`src/rtl/core/sbdw_pkg.sv`:
```
// ----------------------------------------------------------------------------
// sbdw_pkg
// Shared types, codes and helpers for the serial bus DMA descriptor walker.
// ----------------------------------------------------------------------------
package sbdw_pkg;

  localparam int unsigned FifoDepth = 4;
  localparam int unsigned FifoPtrW = $clog2(FifoDepth);
  localparam int unsigned FifoCntW = $clog2(FifoDepth + 1);
  localparam logic [7:0] MaxReplyWords = 8'd128;
  localparam logic [15:0] MaxCommands = 16'hFFFF;
  localparam logic [31:0] AllOnes = 32'hFFFF_FFFF;
  localparam logic [31:0] WordStep = 32'd4;

  typedef enum logic [1:0] {
    OP_START   = 2'd0,
    OP_MEMDATA = 2'd1,
    OP_REPLY   = 2'd2,
    OP_CLEAR   = 2'd3
  } op_t;

  typedef enum logic [2:0] {
    KIND_MREAD  = 3'd0,
    KIND_MWRITE = 3'd1,
    KIND_PWRITE = 3'd2,
    KIND_PREAD  = 3'd3,
    KIND_DONE   = 3'd4
  } kind_t;

  typedef enum logic [2:0] {
    PH_IDLE  = 3'd0,
    PH_CMD   = 3'd1,
    PH_RPTR  = 3'd2,
    PH_TX    = 3'd3,
    PH_REPLY = 3'd4
  } phase_t;

  typedef enum logic [1:0] {
    CFG_DMA_ENABLE     = 2'd0,
    CFG_TRIGGER_SELECT = 2'd1,
    CFG_START_ADDRESS  = 2'd2
  } cfg_idx_t;

  typedef struct packed {
    kind_t       kind;
    logic [31:0] address;
    logic [31:0] word;
    logic [1:0]  port;
    logic        last;
  } res_t;

  typedef struct packed {
    logic [1:0] count;
    res_t       r0;
    res_t       r1;
  } push_t;

  function automatic res_t make_res(kind_t kind, logic [31:0] address, logic [31:0] word,
                                    logic [1:0] port, logic last);
    res_t r;
    r.kind    = kind;
    r.address = address;
    r.word    = word;
    r.port    = port;
    r.last    = last;
    return r;
  endfunction

endpackage

```
`src/rtl/core/sbdw_ifs.sv`:
```
// ----------------------------------------------------------------------------
// sbdw channel interfaces
// Valid/ready channels for input events, results and register writes.
// ----------------------------------------------------------------------------
interface sbdw_in_if;
  import sbdw_pkg::*;
  logic        valid;
  logic        ready;
  op_t         operation;
  logic [31:0] data;
  logic        more;
  modport source (output valid, output operation, output data, output more, input ready);
  modport sink (input valid, input operation, input data, input more, output ready);
endinterface

interface sbdw_out_if;
  import sbdw_pkg::*;
  logic        valid;
  logic        ready;
  kind_t       kind;
  logic [31:0] address;
  logic [31:0] word;
  logic [1:0]  port;
  logic        last;
  modport source (output valid, output kind, output address, output word, output port,
                  output last, input ready);
  modport sink (input valid, input kind, input address, input word, input port,
                input last, output ready);
endinterface

interface sbdw_cfg_if;
  import sbdw_pkg::*;
  logic        valid;
  logic        ready;
  cfg_idx_t    index;
  logic [31:0] wdata;
  modport source (output valid, output index, output wdata, input ready);
  modport sink (input valid, input index, input wdata, output ready);
endinterface

```
`src/rtl/core/serial_bus_dma_descriptor_walker_top.sv`:
```
// The first result of an event passes the event register and then the result queue before it
// is offered on the result port.
// One event is taken per cycle while each event yields at most one result and the queue has
// room; the result port moves one transaction per cycle, so events that yield two results are
// taken more slowly. An event is processed only with two of the four result queue slots free.
// Reset: synchronous active-low rst_n clears the control registers, walk state and the result queue.
// ----------------------------------------------------------------------------
// serial_bus_dma_descriptor_walker_top
// Command list DMA walker for a four-port serial peripheral bus.
// ----------------------------------------------------------------------------
module serial_bus_dma_descriptor_walker_top (
  input  logic        clk,
  input  logic        rst_n,
  sbdw_in_if.sink     in_ch,
  sbdw_out_if.source  out_ch,
  sbdw_cfg_if.sink    cfg_ch
);
  import sbdw_pkg::*;

  push_t               push;
  logic [FifoCntW-1:0] fifo_count;

  sbdw_engine u_engine (
    .clk        (clk),
    .rst_n      (rst_n),
    .in_ch      (in_ch),
    .cfg_ch     (cfg_ch),
    .fifo_count (fifo_count),
    .push       (push)
  );

  sbdw_res_fifo u_res_fifo (
    .clk    (clk),
    .rst_n  (rst_n),
    .push   (push),
    .count  (fifo_count),
    .out_ch (out_ch)
  );

endmodule

```
`src/rtl/core/sbdw_res_fifo.sv`:
```
// ----------------------------------------------------------------------------
// sbdw_res_fifo
// Result queue that takes up to two results per cycle and hands out one.
// ----------------------------------------------------------------------------
module sbdw_res_fifo (
  input  logic              clk,
  input  logic              rst_n,
  input  sbdw_pkg::push_t   push,
  output logic [sbdw_pkg::FifoCntW-1:0] count,
  sbdw_out_if.source        out_ch
);
  import sbdw_pkg::*;

  res_t                mem_r [FifoDepth];
  logic [FifoPtrW-1:0] wr_ptr_r, wr_ptr_nxt;
  logic [FifoPtrW-1:0] rd_ptr_r, rd_ptr_nxt;
  logic [FifoCntW-1:0] cnt_r, cnt_nxt;
  logic                pop;
  logic [FifoPtrW-1:0] wr_ptr_p1;

  assign pop       = out_ch.valid && out_ch.ready;
  assign wr_ptr_p1 = wr_ptr_r + FifoPtrW'(1);

  always_comb begin
    wr_ptr_nxt = wr_ptr_r + FifoPtrW'(push.count);
    rd_ptr_nxt = rd_ptr_r + FifoPtrW'(pop);
    cnt_nxt    = cnt_r + FifoCntW'(push.count) - FifoCntW'(pop);
  end

  always_ff @(posedge clk) begin
    if (push.count != 2'd0) begin
      mem_r[wr_ptr_r] <= push.r0;
    end
    if (push.count == 2'd2) begin
      mem_r[wr_ptr_p1] <= push.r1;
    end
  end

  always_ff @(posedge clk) begin
    if (!rst_n) begin
      wr_ptr_r <= '0;
      rd_ptr_r <= '0;
      cnt_r    <= '0;
    end else begin
      wr_ptr_r <= wr_ptr_nxt;
      rd_ptr_r <= rd_ptr_nxt;
      cnt_r    <= cnt_nxt;
    end
  end

  assign count          = cnt_r;
  assign out_ch.valid   = (cnt_r != '0);
  assign out_ch.kind    = mem_r[rd_ptr_r].kind;
  assign out_ch.address = mem_r[rd_ptr_r].address;
  assign out_ch.word    = mem_r[rd_ptr_r].word;
  assign out_ch.port    = mem_r[rd_ptr_r].port;
  assign out_ch.last    = mem_r[rd_ptr_r].last;

endmodule

```
`src/rtl/core/sbdw_engine.sv`:
```
// ----------------------------------------------------------------------------
// sbdw_engine
// Event register, control registers and the list walking state machine.
// ----------------------------------------------------------------------------
module sbdw_engine (
  input  logic                          clk,
  input  logic                          rst_n,
  sbdw_in_if.sink                       in_ch,
  sbdw_cfg_if.sink                      cfg_ch,
  input  logic [sbdw_pkg::FifoCntW-1:0] fifo_count,
  output sbdw_pkg::push_t               push
);
  import sbdw_pkg::*;

  logic        in_vld_r;
  op_t         in_op_r;
  logic [31:0] in_data_r;
  logic        in_more_r;

  logic        dma_enable_r;
  logic        trigger_select_r;
  logic [31:0] start_address_r;

  phase_t      phase_r, phase_nxt;
  logic [31:0] list_ptr_r, list_ptr_nxt;
  logic [31:0] reply_ptr_r, reply_ptr_nxt;
  logic [8:0]  send_rem_r, send_rem_nxt;
  logic [7:0]  reply_cnt_r, reply_cnt_nxt;
  logic [1:0]  cur_port_r, cur_port_nxt;
  logic        final_cmd_r, final_cmd_nxt;
  logic [15:0] cmd_cnt_r, cmd_cnt_nxt;
  logic        repeat_r, repeat_nxt;

  logic        consume;
  logic        stop;
  push_t       push_c;

  assign consume      = in_vld_r && (fifo_count <= FifoCntW'(FifoDepth - 2));
  assign in_ch.ready  = !in_vld_r || consume;
  assign cfg_ch.ready = 1'b1;

  always_comb begin
    phase_nxt     = phase_r;
    list_ptr_nxt  = list_ptr_r;
    reply_ptr_nxt = reply_ptr_r;
    send_rem_nxt  = send_rem_r;
    reply_cnt_nxt = reply_cnt_r;
    cur_port_nxt  = cur_port_r;
    final_cmd_nxt = final_cmd_r;
    cmd_cnt_nxt   = cmd_cnt_r;
    repeat_nxt    = repeat_r;
    stop          = 1'b0;
    push_c.count  = 2'd0;
    push_c.r0     = '0;
    push_c.r1     = '0;
    case (in_op_r)
      OP_START: begin
        if (phase_r == PH_IDLE && dma_enable_r && !(trigger_select_r && repeat_r)) begin
          if (trigger_select_r) begin
            repeat_nxt = 1'b1;
          end
          list_ptr_nxt = start_address_r + WordStep;
          cmd_cnt_nxt  = '0;
          phase_nxt    = PH_CMD;
          push_c.count = 2'd1;
          push_c.r0    = make_res(KIND_MREAD, start_address_r, '0, '0, 1'b1);
        end
      end
      OP_CLEAR: begin
        if (in_data_r[0]) begin
          repeat_nxt = 1'b0;
        end
      end
      OP_MEMDATA: begin
        unique case (phase_r)
          PH_CMD: begin
            send_rem_nxt  = {1'b0, in_data_r[7:0]} + 9'd1;
            cur_port_nxt  = in_data_r[17:16];
            final_cmd_nxt = in_data_r[31];
            cmd_cnt_nxt   = cmd_cnt_r + 16'd1;
            phase_nxt     = PH_RPTR;
            list_ptr_nxt  = list_ptr_r + WordStep;
            push_c.count  = 2'd1;
            push_c.r0     = make_res(KIND_MREAD, list_ptr_r, '0, '0, 1'b1);
          end
          PH_RPTR: begin
            reply_ptr_nxt = in_data_r;
            phase_nxt     = PH_TX;
            list_ptr_nxt  = list_ptr_r + WordStep;
            push_c.count  = 2'd1;
            push_c.r0     = make_res(KIND_MREAD, list_ptr_r, '0, '0, 1'b1);
          end
          PH_TX: begin
            send_rem_nxt = send_rem_r - 9'd1;
            push_c.count = 2'd2;
            push_c.r0    = make_res(KIND_PWRITE, '0, in_data_r, cur_port_r, 1'b0);
            if (send_rem_nxt != 9'd0) begin
              list_ptr_nxt = list_ptr_r + WordStep;
              push_c.r1    = make_res(KIND_MREAD, list_ptr_r, '0, '0, 1'b1);
            end else begin
              reply_cnt_nxt = '0;
              phase_nxt     = PH_REPLY;
              push_c.r1     = make_res(KIND_PREAD, '0, '0, cur_port_r, 1'b1);
            end
          end
          default: begin
          end
        endcase
      end
      OP_REPLY: begin
        if (phase_r == PH_REPLY) begin
          reply_ptr_nxt = reply_ptr_r + WordStep;
          reply_cnt_nxt = reply_cnt_r + 8'd1;
          stop          = ((reply_cnt_r == '0) && (in_data_r == AllOnes)) || !in_more_r ||
                          (reply_cnt_nxt >= MaxReplyWords);
          push_c.count  = 2'd2;
          push_c.r0     = make_res(KIND_MWRITE, reply_ptr_r, in_data_r, '0, 1'b0);
          if (!stop) begin
            push_c.r1 = make_res(KIND_PREAD, '0, '0, cur_port_r, 1'b1);
          end else if (final_cmd_r || (cmd_cnt_r >= MaxCommands)) begin
            phase_nxt = PH_IDLE;
            push_c.r1 = make_res(KIND_DONE, '0, '0, '0, 1'b1);
          end else begin
            phase_nxt    = PH_CMD;
            list_ptr_nxt = list_ptr_r + WordStep;
            push_c.r1    = make_res(KIND_MREAD, list_ptr_r, '0, '0, 1'b1);
          end
        end
      end
      default: begin
      end
    endcase
    if (!consume) begin
      push_c.count = 2'd0;
    end
  end

  assign push = push_c;

  always_ff @(posedge clk) begin
    if (in_ch.valid && in_ch.ready) begin
      in_op_r   <= in_ch.operation;
      in_data_r <= in_ch.data;
      in_more_r <= in_ch.more;
    end
  end

  always_ff @(posedge clk) begin
    if (!rst_n) begin
      in_vld_r         <= 1'b0;
      dma_enable_r     <= 1'b0;
      trigger_select_r <= 1'b0;
      start_address_r  <= '0;
      phase_r          <= PH_IDLE;
      list_ptr_r       <= '0;
      reply_ptr_r      <= '0;
      send_rem_r       <= '0;
      reply_cnt_r      <= '0;
      cur_port_r       <= '0;
      final_cmd_r      <= 1'b0;
      cmd_cnt_r        <= '0;
      repeat_r         <= 1'b0;
    end else begin
      if (in_ch.ready) begin
        in_vld_r <= in_ch.valid;
      end
      if (cfg_ch.valid) begin
        unique case (cfg_ch.index)
          CFG_DMA_ENABLE:     dma_enable_r     <= cfg_ch.wdata[0];
          CFG_TRIGGER_SELECT: trigger_select_r <= cfg_ch.wdata[0];
          CFG_START_ADDRESS:  start_address_r  <= cfg_ch.wdata;
          default: begin
          end
        endcase
      end
      if (consume) begin
        phase_r     <= phase_nxt;
        list_ptr_r  <= list_ptr_nxt;
        reply_ptr_r <= reply_ptr_nxt;
        send_rem_r  <= send_rem_nxt;
        reply_cnt_r <= reply_cnt_nxt;
        cur_port_r  <= cur_port_nxt;
        final_cmd_r <= final_cmd_nxt;
        cmd_cnt_r   <= cmd_cnt_nxt;
        repeat_r    <= repeat_nxt;
      end
    end
  end

endmodule

```
`src/flat_wrapper.sv`:
```
// flat-port wrapper written by rule: the top's interface ports become plain ports
module serial_bus_dma_descriptor_walker_top_flat import sbdw_pkg::*;
  (clk, rst_n, in_ch_valid, in_ch_operation, in_ch_data, in_ch_more, in_ch_ready, out_ch_valid, out_ch_kind, out_ch_address, out_ch_word, out_ch_port, out_ch_last, out_ch_ready, cfg_ch_valid, cfg_ch_index, cfg_ch_wdata, cfg_ch_ready);
  sbdw_in_if in_ch_i ();
  sbdw_out_if out_ch_i ();
  sbdw_cfg_if cfg_ch_i ();
  input  logic clk;
  input  logic rst_n;
  input wire logic [$bits(in_ch_i.valid)-1:0] in_ch_valid;
  input wire logic [$bits(in_ch_i.operation)-1:0] in_ch_operation;
  input wire logic [$bits(in_ch_i.data)-1:0] in_ch_data;
  input wire logic [$bits(in_ch_i.more)-1:0] in_ch_more;
  output wire logic [$bits(in_ch_i.ready)-1:0] in_ch_ready;
  output wire logic [$bits(out_ch_i.valid)-1:0] out_ch_valid;
  output wire logic [$bits(out_ch_i.kind)-1:0] out_ch_kind;
  output wire logic [$bits(out_ch_i.address)-1:0] out_ch_address;
  output wire logic [$bits(out_ch_i.word)-1:0] out_ch_word;
  output wire logic [$bits(out_ch_i.port)-1:0] out_ch_port;
  output wire logic [$bits(out_ch_i.last)-1:0] out_ch_last;
  input wire logic [$bits(out_ch_i.ready)-1:0] out_ch_ready;
  input wire logic [$bits(cfg_ch_i.valid)-1:0] cfg_ch_valid;
  input wire logic [$bits(cfg_ch_i.index)-1:0] cfg_ch_index;
  input wire logic [$bits(cfg_ch_i.wdata)-1:0] cfg_ch_wdata;
  output wire logic [$bits(cfg_ch_i.ready)-1:0] cfg_ch_ready;
  assign in_ch_i.valid = in_ch_valid;
  assign in_ch_i.operation = in_ch_operation;
  assign in_ch_i.data = in_ch_data;
  assign in_ch_i.more = in_ch_more;
  assign in_ch_ready = in_ch_i.ready;
  assign out_ch_valid = out_ch_i.valid;
  assign out_ch_kind = out_ch_i.kind;
  assign out_ch_address = out_ch_i.address;
  assign out_ch_word = out_ch_i.word;
  assign out_ch_port = out_ch_i.port;
  assign out_ch_last = out_ch_i.last;
  assign out_ch_i.ready = out_ch_ready;
  assign cfg_ch_i.valid = cfg_ch_valid;
  assign cfg_ch_i.index = cfg_ch_index;
  assign cfg_ch_i.wdata = cfg_ch_wdata;
  assign cfg_ch_ready = cfg_ch_i.ready;
  serial_bus_dma_descriptor_walker_top u_core (.clk(clk), .rst_n(rst_n), .in_ch(in_ch_i), .out_ch(out_ch_i), .cfg_ch(cfg_ch_i));
endmodule
```
`config.mk`:
```
export PLATFORM = sky130hd
export DESIGN_NAME = serial_bus_dma_descriptor_walker_top_flat
export DESIGN_NICKNAME = d
export VERILOG_FILES = /design/src/rtl/core/sbdw_pkg.sv /design/src/rtl/core/sbdw_ifs.sv /design/src/rtl/core/serial_bus_dma_descriptor_walker_top.sv /design/src/rtl/core/sbdw_res_fifo.sv /design/src/rtl/core/sbdw_engine.sv /design/src/flat_wrapper.sv
export SDC_FILE = /design/constraint.sdc
export NUM_CORES = 1
export LEC_CHECK = 0
export BUFFER_PORTS_ARGS = -buffer_cell sky130_fd_sc_hd__buf_2
export CELL_PAD_IN_SITES_DETAIL_PLACEMENT = 0
export CELL_PAD_IN_SITES_GLOBAL_PLACEMENT = 2
export CORE_MARGIN = 1
export CORE_UTILIZATION = 43
export CTS_CLUSTER_DIAMETER = 30
export DETAILED_ROUTE_END_ITERATION = 12
export GPL_TIMING_DRIVEN = 0
export HOLD_SLACK_MARGIN = 0.05
export PLACE_DENSITY_LB_ADDON = 0.2
export REMOVE_ABC_BUFFERS = 1
export SYNTH_ARGS = -nofsm -noshare
export SYNTH_HDL_FRONTEND = slang
export SYNTH_SLANG_ARGS = --single-unit
```
`constraint.sdc`:
```
create_clock -name clk -period 11.4 [get_ports clk]
set_input_delay 1.71 -clock clk [delete_from_list [all_inputs] [get_ports clk]]
set_output_delay 1.71 -clock clk [all_outputs]
set_load 0.005 [all_outputs]
```
* Yosys cells after proc, flatten, opt, wreduce, memory -nomap -nowiden
Memory sizes are Yosys's and may differ from the RTL's. A register that Yosys moved wholly into a read port is not among the register bits. Index checks and enable logic that the tools add are counted.
Storage, ports and cells: flip-flop bits (word level) 181, memory bits (writable) 280, bits of input ports 74, output and inout port bits 73, word-level logic and storage cells 142, memories kept 1
Memory list:
- u_core.u_res_fifo.mem_r | words 4, bits a word 70, read ports 1, clocked after memory_dff 1, wr ports 2, RTL line sbdw_res_fifo.sv:14 | res_t mem_r [FifoDepth];
Operators by class: $add $sub $neg 12, order comparisons 3, eq/ne operators 25, muxes and demuxes 44, reduce and logical (&&, ||, !) cells 38
Operators with widths (number):
- two-way mux 32 bit | 7
- case mux 72 bit (3 select lines) | 1
- case mux 72 bit (2 select lines) | 1
- two-way mux 142 bit | 1
- two-way mux 70 bit | 2
- case mux 70 bit (2 select lines) | 1
- two-way mux 69 bit | 2
- case mux 32 bit (2 select lines) | 2
- adder 32 x 3 -> 32 bit, second input constant | 3
- case mux 32 bit (3 select lines) | 1
- two-way mux 71 bit | 1
- equality test 32 bit, second input constant | 1
- two-way mux 16 bit | 2
- case mux 16 bit (2 select lines) | 1
- two-way mux 8 bit | 3
- case mux 3 bit (3 select lines) | 2
- case mux 9 bit (2 select lines) | 1
- adder 16 x 1 -> 16 bit, second input constant | 1
- >= comparator 16 bit, second input constant | 1
- case mux 8 bit (2 select lines) | 1
- != test 2 bit, second input constant | 7
- two-way mux 3 bit | 4
- AND reduction 5 bit | 2
- nonzero test 2 bit | 5
- other kinds (36) | 69

* Logic depth before layout (Yosys ltp)
depth in word-level cells 11, gate-level depth with buffers 16

* By module
Synthesis repeated with hierarchy kept, for this count alone.
Unflattened totals: cell total of the unflattened synthesis 2059, area total of the unflattened synthesis 24437.2 µm²
Modules (own cells, without submodules):
- sbdw_res_fifo | times used 1, cells each 721, area each 13873.3 µm², sequential area each 8548.2 µm²
- sbdw_engine | times used 1, cells each 1338, area each 10563.9 µm², sequential area each 3833.7 µm²

* Worst setup path before layout
OpenSTA, ideal clock, no wires.
path type register to register, from reg u_core.u_engine.in_op_r[0], to reg u_core.u_engine.list_ptr_r[26], setup time 132 ps, arrival time 4351 ps, data required time 11268 ps, setup slack 6917 ps, stages on the path, launching flop included 17, buffers on the path 5, period minus slack after synthesis 4483 ps, cell sequence edfxtp_1 inv_1 ha_1 clkbuf_1 clkbuf_1 buf_1 clkbuf_1 clkbuf_1 mux2_2 ha_1 and4_1 o22ai_1 nor4b_1 nand4b_1 and2_1 o21ai_0 a31oi_1
On the way: longest elaborated chain between the ends 3, elaborated cells on any way between the ends 12
RTL lines:
- from (decl) | RTL line sbdw_engine.sv:16 | op_t in_op_r;
- from (signal assigned) | RTL line sbdw_engine.sv:142 | in_op_r <= in_ch.operation;
- equality test 2 x 1 -> 1 bit, or another cell as far along | RTL line sbdw_engine.sv:56 | case (in_op_r)
- != test 3 bit (no source line), or another cell as far along
- AND reduction 8 bit (no source line)
- to (signal assigned) | RTL line sbdw_engine.sv:178 | list_ptr_r <= list_ptr_nxt;
- to (decl) | RTL line sbdw_engine.sv:25 | logic [31:0] list_ptr_r, list_ptr_nxt;
Several ways; a longest one is shown, not always the timed one. A chain may end at the register's enable or synchronous reset.

==> results.toml <==
[clocking]
htree_levels = 3
cts-resized-gates = 0
cts_tree = "built"
clk_pin_slew_ns = 0.05
cts_made_buffers = 117
clk_latency_ns = 0.67
clock_sinks = 461
clk_path_buf_depth = 3
postCtsSetupBuffers = 0
cts_hold_buf = 0
cts_root_buffer = "clkbuf_16"

[routing]
firstDrtPassIters = 8
drt-initial-drc-count = 1622
avgRoutedWirePerCell_um = 23.2
drc_errors = 0
dr_total_vias = 18606
via_per_inst = 6.04
final_antenna_net_count = 0
routed_wl_mm = 71.6

[power_and_ir_drop]
peakVddDrop_mv = 0.135
power_leakage_uw = 0.00990
powerDensity_mw_per_mm2 = 207

[floorplanning]
io_pins = 147
die_area_mm2 = 0.0526
core_area_mm2 = 0.0506
die_w_um = 229
die_h_um = 229
row_count = 82
start_util_pct = 44.0

[timing]
fmax_mhz = 178
setup_viol = 0
max_slew_margin_pct = 1.18
fin_crit_ns = 5.60
hold_viol = 0
finalClockSkew_ns = 0.0308
fin_crit_sh_pct = 49.2
drv_slew = 0
worst_pin_slew_ns = 1.48
rsz0062_at_grt = "no"
setup-tns-final_ns = 0
whs_ns = 0.462

[synth]
synth-edff-count = 187
synth_async_sr_flop_share_pct = 0
ys.flop_type = "dfxtp_1"
synth_largest_area_cell = "edfxtp_1"
avgSynthCellArea_um2 = 10.1
ys_types = 76
yosys-top-cells-count = "dfxtp_1, nand2_1, nand3_1"
synth_seq_cells = 461
netlist_instances = 2212
syn-cell-area_mm2 = 0.0222
yosys-top-cells-area = "edfxtp_1, dfxtp_1, mux4_2, a22o_1, nand3_1"
synth_top_area_share_pct = 25.2
yosysSeqAreaShare_pct = 49.9
yosysMostFrequentCell = "dfxtp_1"
yosys_warnings = 0

[worst_setup_path]
worst_ep_arrival_time_ns = 5.94
reg2reg_slack_ns = 5.80
r2r-start = "u_core.u_engine.in_op_r[0]$_DFFE_PP_"
cp_max_fo = 67
rr_worst_depth = 9
r2r-end = "u_core.u_res_fifo.mem_r[3][50]$_DFFE_PP_"
crit_path_start_kind = "register"
cp.required_ns = 11.74
setup.worst_path.end_class = "register"
critPathKind = "register to register"

[worst_hold_path]
min_to = "u_core.u_res_fifo.mem_r[2][33]$_SDFFE_PP0P_"
worstHoldPathCells = 2
min_from = "u_core.u_res_fifo.mem_r[2][33]$_SDFFE_PP0P_"
hp-class = "register to register"

[cells_and_area]
areaGrowthSynthToFinish_pct = 26.5
fin_nets = 2399
num_antenna_cells = 0
fin_util_pct = 55.6
drive_gt1_share_pct = 21.3
nFillCells = 4367
regArea_mm2 = 0.0111
multi_input_area_mm2 = 0.0103

[status]
outcome = "finished, final reports clean"

[global_routing]
grt_pass1_vias = 18235
grt_pass1_wl_mm = 109
grt_start_max_net_pins = 91
antenna_found_initial = 1
overflow = 0
grtUsageTotal_pct = 26.9

[flow_run]
cap_violations = 0

[placed_design]
io_buffers = 145
dp_hpwl_mm = 46.6
gp_congestion = 0.814
==> cell type report <==
type | instances | area share, %
sequential | 461 | 39.5
multi-input combinational | 1510 | 36.7
timing repair buffer | 182 | 5.10
inverter | 34 | 0.463
tap | 672 | 2.99
clock buffer | 145 | 11.4
clock inverter | 76 | 3.84
==> routing by layer <==
| metal | vias up | GRT usage, % | share of wire [%] |
|---|---|---|---|
| li1 | 8597 | - | - |
| met1 | 9117 | 36.3 | 43 |
| met2 | 761 | 41.7 | 45 |
| met3 | 131 | 6.25 | 7.9 |
| met4 | 0 | 10.8 | 3.4 |
| met5 | - | 0 | 0 |
==> cell families (layout without fill, tap and decap cells) <==
group	Yosys count	in the layout	synth area share, %
muxes	104	104	8.68
xor gates and xnor gates	37	37	1.46
adders and majority gates	19	19	1.10
and+or+nand+nor	743	743	16.1
DFF	461	461	49.9
other	1	1	0.0169
AOI/OAI and AO/OA	606	606	18.4
buffers and inverters	241	437	4.28
==> state kept, by name (all words and copies together), names as in the netlist, 2 cells and up <==
| register | flops |
|---|---|
| u_core.u_res_fifo.wr_ptr_r | 2 |
| u_core.u_engine.send_rem_r | 9 |
| u_core.u_engine.reply_ptr_r | 32 |
| u_core.u_engine.phase_r | 3 |
| u_core.u_res_fifo.mem_r | 280 |
| u_core.u_engine.list_ptr_r | 32 |
| u_core.u_res_fifo.count | 3 |
| u_core.u_engine.in_op_r | 2 |
| u_core.u_engine.cmd_cnt_r | 16 |
| u_core.u_engine.cur_port_r | 2 |
| u_core.u_engine.in_data_r | 32 |
| u_core.u_engine.reply_cnt_r | 8 |
| u_core.u_engine.start_address_r | 32 |
| u_core.u_res_fifo.rd_ptr_r | 2 |
==> power breakdown <==
group	switching, uW	internal (uW)
logic	252	216
registers	54.1	1740
clock network	1030	2520
total	1340	4480
==> worst max-delay path: stages, from the launching register on <==
cell      delay [ns]
edfxtp_1        0.44
inv_1           0.16
ha_2            0.43
inv_1           0.67
or2_1           0.54
a211oi_2        0.97
o21ai_1         0.35
or2_2           0.82
nand2_2         0.55
buf_12          0.28
==> worst max-delay path by stage <==
| stage | slack [ns] | end | startpoint | cells past startpoint |
|---|---|---|---|---|
| after global placement | -2.92 | u_core.u_res_fifo.mem_r[2][50]$_DFFE_PP_ | u_core.u_engine.in_op_r[0]$_DFFE_PP_ | 7 |
| after global routing | 5.42 | u_core.u_res_fifo.mem_r[3][45]$_DFFE_PP_ | u_core.u_engine.in_op_r[0]$_DFFE_PP_ | 9 |
| final | 5.80 | u_core.u_res_fifo.mem_r[3][50]$_DFFE_PP_ | u_core.u_engine.in_op_r[0]$_DFFE_PP_ | 9 |
| after detailed placement | 5.80 | u_core.u_res_fifo.mem_r[3][50]$_DFFE_PP_ | u_core.u_engine.in_op_r[0]$_DFFE_PP_ | 9 |
| after CTS | 5.76 | u_core.u_res_fifo.mem_r[3][44]$_DFFE_PP_ | u_core.u_engine.in_op_r[0]$_DFFE_PP_ | 9 |
| after floorplan | 3.37 | u_core.u_res_fifo.mem_r[2][0]$_DFFE_PP_ | u_core.u_engine.in_op_r[0]$_DFFE_PP_ | 7 |
==> per-stage QoR <==
| step | cell area [um^2] | setup WS (ns) | cells | total power [uW] |
|---|---|---|---|---|
| final | 28100 | 5.80 | 3080 | 5810 |
| after global routing | 28100 | 5.42 | 3080 | 5980 |
| after CTS | 28100 | 5.76 | 3077 | 5850 |
| after detailed placement | 23800 | 5.80 | 2856 | 2300 |
| after global placement | 23000 | -2.92 | 2822 | 2290 |
| after floorplan | 21400 | 3.37 | 2005 | 2100 |
==> placed cells by master (no fill, tap or decap), drive strengths merged, types with 39 or more instances in the layout <==
master / n
buf: 182
edfxtp: 187
clkbuf: 145
nor2: 156
a21oi: 107
o21ai: 188
dfxtp: 274
mux4: 70
nand3: 194
clkinv: 41
a22o: 130
inv: 39
nand2: 200
(Power assumes the default switching activity.)
